File: src/hw/rtl/rgbhsv_pkg.sv
// Shared types, widths and constants for the RGB to HSV converter.
`timescale 1ns / 1ps
package rgbhsv_pkg;

  localparam int CH_W   = 8;
  localparam int HUE_W  = 9;
  localparam int SUM_W  = 10;

  // restoring divider: 16-bit dividend, 9-bit divisor, 8 quotient bits
  localparam int DIV_NW = 16;
  localparam int DIV_DW = 9;
  localparam int DIV_QW = 8;

  localparam logic [SUM_W-1:0] HUE_WRAP = 10'd360;

  typedef enum logic [1:0] {
    SEC_RED,
    SEC_GREEN,
    SEC_BLUE
  } sector_t;

  // data carried alongside the two dividers
  typedef struct packed {
    sector_t           sector;
    logic              gray;
    logic [CH_W-1:0]   val;
    logic [CH_W-1:0]   alpha;
  } side_t;

  // quotient is raw hue + 60; adding this lands on hue + 360
  function automatic logic [SUM_W-1:0] hue_offset(input sector_t sec);
    logic [SUM_W-1:0] off;
    case (sec)
      SEC_RED:   off = 10'd300;
      SEC_GREEN: off = 10'd420;
      SEC_BLUE:  off = 10'd540;
      default:   off = 10'd300;
    endcase
    return off;
  endfunction

endpackage

File: src/hw/rtl/rgb_to_hsv_8bit_core.sv
// RGB to HSV converter, 8-bit channels, alpha passed through: top level.
//
// Takes one RGBA pixel per clock and returns hue (0..359, rounded half up),
// saturation (255*(max-min)/max, truncated), value (largest channel) and
// alpha. Gray pixels give hue 0 and saturation 0; ties for the largest
// channel go to red, then green. Throughput is one pixel per clock while the
// output side is not stalled. A front stage finds max, min and the sector, a
// second forms the dividends, eight stages of a restoring divider (one
// quotient bit each, hue and saturation side by side) follow, and a last
// stage wraps the hue into the output register.
// Every stage holds while the stage after it is full and stalled, so
// in_tready drops only when the whole pipeline is full and out_tready is low.
`timescale 1ns / 1ps
module rgb_to_hsv_8bit_core
  import rgbhsv_pkg::*;
(
  input  logic        clk,
  input  logic        rst_n,
  input  logic        in_tvalid,
  output logic        in_tready,
  input  logic [31:0] in_tdata,   // red[7:0], green[15:8], blue[23:16], alpha_in[31:24]
  output logic        out_tvalid,
  input  logic        out_tready,
  output logic [39:0] out_tdata   // hue[8:0], saturation[16:9], brightness[24:17],
                                  // alpha_out[32:25], zero[39:33]
);

  localparam int NSTG = DIV_QW + 3;
  localparam int S_DIV0 = 2;
  localparam int S_OUT = NSTG - 1;

  logic [NSTG-1:0] valid_r;
  logic [NSTG-1:0] valid_nxt;
  logic [NSTG:0]   adv;

  // stall chain: a stage loads when empty or when the next one moves
  always_comb begin
    adv[NSTG] = out_tready;
    for (int i = NSTG-1; i >= 0; i--) begin
      adv[i] = ~valid_r[i] | adv[i+1];
    end
    valid_nxt = {valid_r[NSTG-2:0], in_tvalid};
  end

  always_ff @(posedge clk) begin
    if (!rst_n) begin
      valid_r <= '0;
    end else begin
      for (int i = 0; i < NSTG; i++) begin
        if (adv[i]) begin
          valid_r[i] <= valid_nxt[i];
        end
      end
    end
  end

  assign in_tready  = adv[0];
  assign out_tvalid = valid_r[S_OUT];

  // ---- stage 0: max, min, sector, shifted hue numerator
  logic [CH_W-1:0] red, green, blue, alpha_in;
  logic [CH_W-1:0] mx, mn, hp, hq, dif;
  sector_t         sec;
  logic [CH_W:0]   sn;

  assign red      = in_tdata[7:0];
  assign green    = in_tdata[15:8];
  assign blue     = in_tdata[23:16];
  assign alpha_in = in_tdata[31:24];

  always_comb begin
    if (red >= green && red >= blue) begin
      sec = SEC_RED;
    end else if (green >= blue) begin
      sec = SEC_GREEN;
    end else begin
      sec = SEC_BLUE;
    end
    case (sec)
      SEC_RED: begin
        mx = red;   hp = green; hq = blue;
      end
      SEC_GREEN: begin
        mx = green; hp = blue;  hq = red;
      end
      SEC_BLUE: begin
        mx = blue;  hp = red;   hq = green;
      end
      default: begin
        mx = red;   hp = green; hq = blue;
      end
    endcase
    mn = (red < green) ? red : green;
    mn = (mn < blue) ? mn : blue;
    dif = mx - mn;
    // (p - q) + d lies in 0..2d
    sn = {1'b0, hp} + {1'b0, dif} - {1'b0, hq};
  end

  side_t           side0_r;
  logic [CH_W-1:0] dif0_r;
  logic [CH_W:0]   sn0_r;

  always_ff @(posedge clk) begin
    if (adv[0]) begin
      side0_r <= '{sector: sec, gray: (dif == '0), val: mx, alpha: alpha_in};
      dif0_r  <= dif;
      sn0_r   <= sn;
    end
  end

  // ---- stage 1: dividends and divisors
  // hue quotient = (120*sn + d) / 2d, saturation quotient = 255*d / max
  side_t             side1_r;
  logic [DIV_NW-1:0] hnum1_r, snum1_r;
  logic [DIV_DW-1:0] hden1_r, sden1_r;
  logic [DIV_NW-1:0] hnum_nxt, snum_nxt;

  always_comb begin
    hnum_nxt = DIV_NW'(sn0_r) * DIV_NW'(120) + DIV_NW'(dif0_r);
    snum_nxt = {dif0_r, 8'd0} - DIV_NW'(dif0_r);
  end

  always_ff @(posedge clk) begin
    if (adv[1]) begin
      side1_r <= side0_r;
      hnum1_r <= hnum_nxt;
      snum1_r <= snum_nxt;
      hden1_r <= {dif0_r, 1'b0};
      sden1_r <= {1'b0, side0_r.val};
    end
  end

  // ---- divider stages
  logic [DIV_QW-1:0] hquo, squo;
  side_t             side_r [DIV_QW];

  rgbhsv_div u_hue_div (
    .clk   (clk),
    .adv   (adv[S_DIV0 +: DIV_QW]),
    .num_i (hnum1_r),
    .den_i (hden1_r),
    .quo_o (hquo)
  );

  rgbhsv_div u_sat_div (
    .clk   (clk),
    .adv   (adv[S_DIV0 +: DIV_QW]),
    .num_i (snum1_r),
    .den_i (sden1_r),
    .quo_o (squo)
  );

  for (genvar k = 0; k < DIV_QW; k++) begin : g_side
    if (k == 0) begin : g_first
      always_ff @(posedge clk) begin
        if (adv[S_DIV0]) begin
          side_r[0] <= side1_r;
        end
      end
    end else begin : g_next
      always_ff @(posedge clk) begin
        if (adv[S_DIV0+k]) begin
          side_r[k] <= side_r[k-1];
        end
      end
    end
  end

  // ---- output stage: offset and wrap hue, force gray to zero
  side_t            side_last;
  logic [SUM_W-1:0] hue_sum, hue_wrap;
  logic [HUE_W-1:0] hue_nxt;
  logic [CH_W-1:0]  sat_nxt;

  assign side_last = side_r[DIV_QW-1];

  always_comb begin
    hue_sum  = {2'b00, hquo} + hue_offset(side_last.sector);
    hue_wrap = (hue_sum >= HUE_WRAP) ? hue_sum - HUE_WRAP : hue_sum;
    hue_nxt  = side_last.gray ? '0 : hue_wrap[HUE_W-1:0];
    sat_nxt  = side_last.gray ? '0 : squo;
  end

  logic [HUE_W-1:0] hue_r;
  logic [CH_W-1:0]  sat_r, val_r, alpha_r;

  always_ff @(posedge clk) begin
    if (adv[S_OUT]) begin
      hue_r   <= hue_nxt;
      sat_r   <= sat_nxt;
      val_r   <= side_last.val;
      alpha_r <= side_last.alpha;
    end
  end

  assign out_tdata = {7'd0, alpha_r, val_r, sat_r, hue_r};

  // ---- checks
  a_hue_range: assert property (@(posedge clk) disable iff (!rst_n)
    out_tvalid |-> (out_tdata[8:0] < 9'd360))
    else $error("hue out of range");

  a_gray_hue: assert property (@(posedge clk) disable iff (!rst_n)
    (out_tvalid && out_tdata[16:9] == 8'd0) |-> (out_tdata[8:0] == 9'd0))
    else $error("zero saturation with non-zero hue");

  a_black_sat: assert property (@(posedge clk) disable iff (!rst_n)
    (out_tvalid && out_tdata[24:17] == 8'd0) |-> (out_tdata[16:9] == 8'd0))
    else $error("black pixel with non-zero saturation");

  a_stall_only: assert property (@(posedge clk) disable iff (!rst_n)
    !in_tready |-> (out_tvalid && !out_tready))
    else $error("input stalled while output side free");

endmodule

File: src/hw/rtl/rgbhsv_div.sv
// Pipelined restoring divider, one quotient bit per register stage.
`timescale 1ns / 1ps
module rgbhsv_div
  import rgbhsv_pkg::*;
(
  input  logic              clk,
  input  logic [DIV_QW-1:0] adv,
  input  logic [DIV_NW-1:0] num_i,
  input  logic [DIV_DW-1:0] den_i,
  output logic [DIV_QW-1:0] quo_o
);

  logic [DIV_NW-1:0] rem_r [DIV_QW-1];
  logic [DIV_DW-1:0] den_r [DIV_QW-1];
  logic [DIV_QW-1:0] quo_r [DIV_QW];

  for (genvar k = 0; k < DIV_QW; k++) begin : g_step
    logic [DIV_NW-1:0] rem_in;
    logic [DIV_DW-1:0] den_in;
    logic [DIV_QW-1:0] quo_in;
    logic [DIV_NW:0]   den_sh;
    logic [DIV_NW:0]   trial;
    logic [DIV_QW-1:0] quo_nxt;

    if (k == 0) begin : g_first
      assign rem_in = num_i;
      assign den_in = den_i;
      assign quo_in = '0;
    end else begin : g_next
      assign rem_in = rem_r[k-1];
      assign den_in = den_r[k-1];
      assign quo_in = quo_r[k-1];
    end

    assign den_sh = {{(DIV_NW+1-DIV_DW){1'b0}}, den_in} << (DIV_QW-1-k);
    assign trial  = {1'b0, rem_in} - den_sh;

    always_comb begin
      quo_nxt = quo_in;
      quo_nxt[DIV_QW-1-k] = ~trial[DIV_NW];
    end

    always_ff @(posedge clk) begin
      if (adv[k]) begin
        quo_r[k] <= quo_nxt;
      end
    end

    if (k < DIV_QW-1) begin : g_carry
      logic [DIV_NW-1:0] rem_nxt;

      assign rem_nxt = trial[DIV_NW] ? rem_in : trial[DIV_NW-1:0];

      always_ff @(posedge clk) begin
        if (adv[k]) begin
          rem_r[k] <= rem_nxt;
          den_r[k] <= den_in;
        end
      end
    end
  end

  assign quo_o = quo_r[DIV_QW-1];

endmodule

File: config.mk
export PLATFORM = sky130hd
export DESIGN_NAME = rgb_to_hsv_8bit_core
export DESIGN_NICKNAME = d
export VERILOG_FILES = /design/src/hw/rtl/rgbhsv_pkg.sv /design/src/hw/rtl/rgb_to_hsv_8bit_core.sv /design/src/hw/rtl/rgbhsv_div.sv
export SDC_FILE = /design/constraint.sdc
export NUM_CORES = 1
export LEC_CHECK = 0
export BUFFER_PORTS_ARGS = -buffer_cell sky130_fd_sc_hd__buf_4
export CAP_MARGIN = 5
export CORE_AREA = 2 2 245 198
export CTS_CLUSTER_DIAMETER = 200
export CTS_CLUSTER_SIZE = 14
export DETAILED_ROUTE_END_ITERATION = 8
export DIE_AREA = 0 0 247 200
export PLACE_DENSITY_LB_ADDON = 0.08
export REMOVE_ABC_BUFFERS = 1
export SLEW_MARGIN = 20
export SYNTH_ARGS = -nofsm -noshare
export SYNTH_HDL_FRONTEND = slang
export SYNTH_SLANG_ARGS = --single-unit
File: constraint.sdc
create_clock -name clk -period 11.9 [get_ports clk]
set_input_delay 0.595 -clock clk [delete_from_list [all_inputs] [get_ports clk]]
set_output_delay 0.595 -clock clk [all_outputs]
set_load 0.1 [all_outputs]
==> results.cfg <==
[finish]
finish.net_count = 2779
stdcell_count = 3143
mostFrequentLayoutCell = edfxtp_1
layout_common_cells = 601 x edfxtp_1, 288 x inv_1, 201 x ha_1, 178 x nor2_1, 152 x nand2_1
area_growth_pct = 8.647
drive_above_1_share_pct = 9.080
fin_util_pct = 70.21

[sta]
max_slew.worst_pin.slew_ns = 1.065
fin_ws_ns = 5.035
clock_skew_ns = 0.01566
setup_viol_count_final = 0
drv_slew = 0
hold_violations = 0
rsz0062_at_grt = no
slew_headroom_pct = 28.66
post-route-period-util_pct = 57.69
setup_tns_ns = 0
min_period_ns = 6.865
fmax_ghz = 0.1457

[floorplan]
coreArea_sq_mm = 0.04682
rows = 71
dieArea_sq_mm = 0.04940
die_y_microns = 200
start_util_pct = 64.63
ios = 78
die_w_microns = 247

[global_route]
grt_max_degree = 71
grt_pass1_vias = 17430
antenna_found_initial = 1
gr-total-overflow = 0
grt_use_total_pct = 22.53
grt_pass1_wl_mm = 88.11

[yosys]
ys_types = 90
netlist_area_sq_mm = 0.03026
synth_flop_cell = edfxtp_1
synth_seq_cells = 612
ys.warnings.count = 0
syn_inst = 2398
synth_edf_count = 601
syn_avg_cell_area_sq_um = 12.62
synthArstFlopShare_pct = 0
ys_seq_area_share_pct = 60.38

[min_path]
min_to = side0_r[2]$_DFFE_PP_
hold_depth = 1
holdCritPathClass = input pin to flip-flop
hold_start = in_tdata[26]

[clocking]
numCtsBuffers = 49
cts_buffer_depth = 3
path_clk_slew_ns = 0.07
cts_setup_buffers = 0
clkLatencyLatePin_ns = 0.60
cts_resized = 0
cts_root_buf = clkbuf_16
cts_hold_buf = 0
cts_tree = done
numClockSinks = 612
htree_num_levels = 2

[status]
status = completed

[route]
wl_per_cell_microns = 17.10
firstDrtPassIters = 5
drc = 0
drtIter0Drc = 1283
wl_mm = 53.74
vias = 17730
ant_nets = 0
viasPerCell = 5.640

[worst_setup_path]
r2r_end = hnum1_r[15]$_DFFE_PP_
endpoint_kind = flip-flop
required_ns = 12.25
cp_num_buf_inv = 5
r2r-start = sn0_r[0]$_DFFE_PP_
critPathKind = input pin to flip-flop
crit_path_max_fanout = 14
critical_path.max_stage_delay_ns = 0.67
critPathLaunchType = input pin
critical_path_depth = 32
ff2ff_setup_slack_ns = 7.98
rr_worst_depth = 13
slowest_stage = nor2_1
arrival_ns = 7.22
path_delay_family = compound AO/OA/AOI/OAI gates

[job]
drv_cap = 0

[placed_design]
place_inst = 3071
port_buffers = 70
place_hpwl_mm = 39.04
post-place-ws_ns = 4.389
gp_congestion = 0.9023
==> cell families (layout without fill, tap and decap cells) <==
group                      count (synthesis)  in the layout  synth area share [%]
muxes                                     66             66                 2.349
buffers and inverters                    333            451                 4.355
and+or+nand+nor                          580            580                 9.255
DFF                                      612            612                 60.38
other                                      1              8               0.01239
xor gates and xnor gates                  82             82                 2.374
AOI/OAI and AO/OA                        483            483                 10.32
adders and majority gates                241            241                 10.96
==> stage by stage <==
step	hold WS, ns	area [sq um]
after floorplan	0.4003	30060
after global placement	0.4005	31500
after detailed placement	0.4045	31500
after CTS	0.1405	32870
after global routing	0.1371	32870
final	0.1695	32870
==> Yosys cell counts (all sizes together), types with 3 or more instances <==
cell / number / area share [%]
or3: 14 / 0.32
xor2: 33 / 0.96
inv: 294 / 3.6
o211a: 4 / 0.13
mux2i: 26 / 0.86
a31oi: 7 / 0.19
o311a: 3 / 0.099
ha: 201 / 8.3
a211oi: 13 / 0.34
nor3: 45 / 0.74
nor2: 180 / 2.3
a21boi: 43 / 1.1
mux2: 40 / 1.5
or2: 9 / 0.19
fa: 40 / 2.6
nand2: 163 / 2.1
nor4b: 3 / 0.14
o21bai: 6 / 0.15
o21ai: 155 / 2.7
and3: 16 / 0.33
a21o: 32 / 0.80
xnor2: 49 / 1.4
nand2b: 24 / 0.50
a21oi: 113 / 1.9
buf: 21 / 0.48
nor2b: 55 / 1.1
edfxtp: 601 / 60
o31ai: 31 / 0.79
nand4: 8 / 0.17
nand3: 24 / 0.40
o31a: 3 / 0.087
o41ai: 6 / 0.20
or4: 6 / 0.15
nor4: 13 / 0.31
a31o: 3 / 0.087
dfxtp: 11 / 0.73
and2: 9 / 0.20
o21a: 32 / 0.79
clkbuf: 18 / 0.22
a211o: 4 / 0.12
o211ai: 10 / 0.28
nor3b: 4 / 0.12
==> final cells by class <==
cell class,instances,area (sq um)
Inverter,294,1104
Multi-Input combinational cell,1459,10710
Clock inverter,3,70.07
Clock buffer,68,1297
Tap cell,620,775.7
Timing Repair Buffer,86,645.6
Fill cell,3164,13940
Antenna cell,1,2.502
Sequential cell,612,18270
==> layer usage <==
| layer | vias up | global-route usage (%) | wire [microns] |
|---|---|---|---|
| li1 | 8806 | - | - |
| met1 | 8431 | 31.54 | 24900 |
| met2 | 414 | 37.46 | 25370 |
| met3 | 77 | 3.783 | 2439 |
| met4 | 0 | 5.132 | 1038 |
| met5 | - | 0 | 0 |
==> worst max path at each step <==
stage                                    end         start
final                     sn0_r[8]$_DFFE_PP_   in_tdata[9]
after global routing      sn0_r[8]$_DFFE_PP_  in_tdata[11]
after global placement    sn0_r[8]$_DFFE_PP_  in_tdata[11]
after detailed placement  sn0_r[8]$_DFFE_PP_  in_tdata[15]
after CTS                 sn0_r[8]$_DFFE_PP_  in_tdata[11]
after floorplan           sn0_r[8]$_DFFE_PP_   in_tdata[0]
==> state kept, by name (all words and copies together) (netlist names) <==
register	flops
sden1_r	8
side_r	152
sat_r	8
valid_r	11
u_hue_div.rem_r	110
sn0_r	9
u_sat_div.rem_r	107
u_hue_div.den_r	36
hue_r	9
dif0_r	8
val_r	8
hnum1_r	16
hden1_r	5
u_sat_div.quo_r	36
alpha_r	8
u_hue_div.quo_r	36
side0_r	19
snum1_r	15
side1_r	11
Power is not shown: default switching activity piles up to over one toggle a cycle in this logic, so the estimate is an artifact.
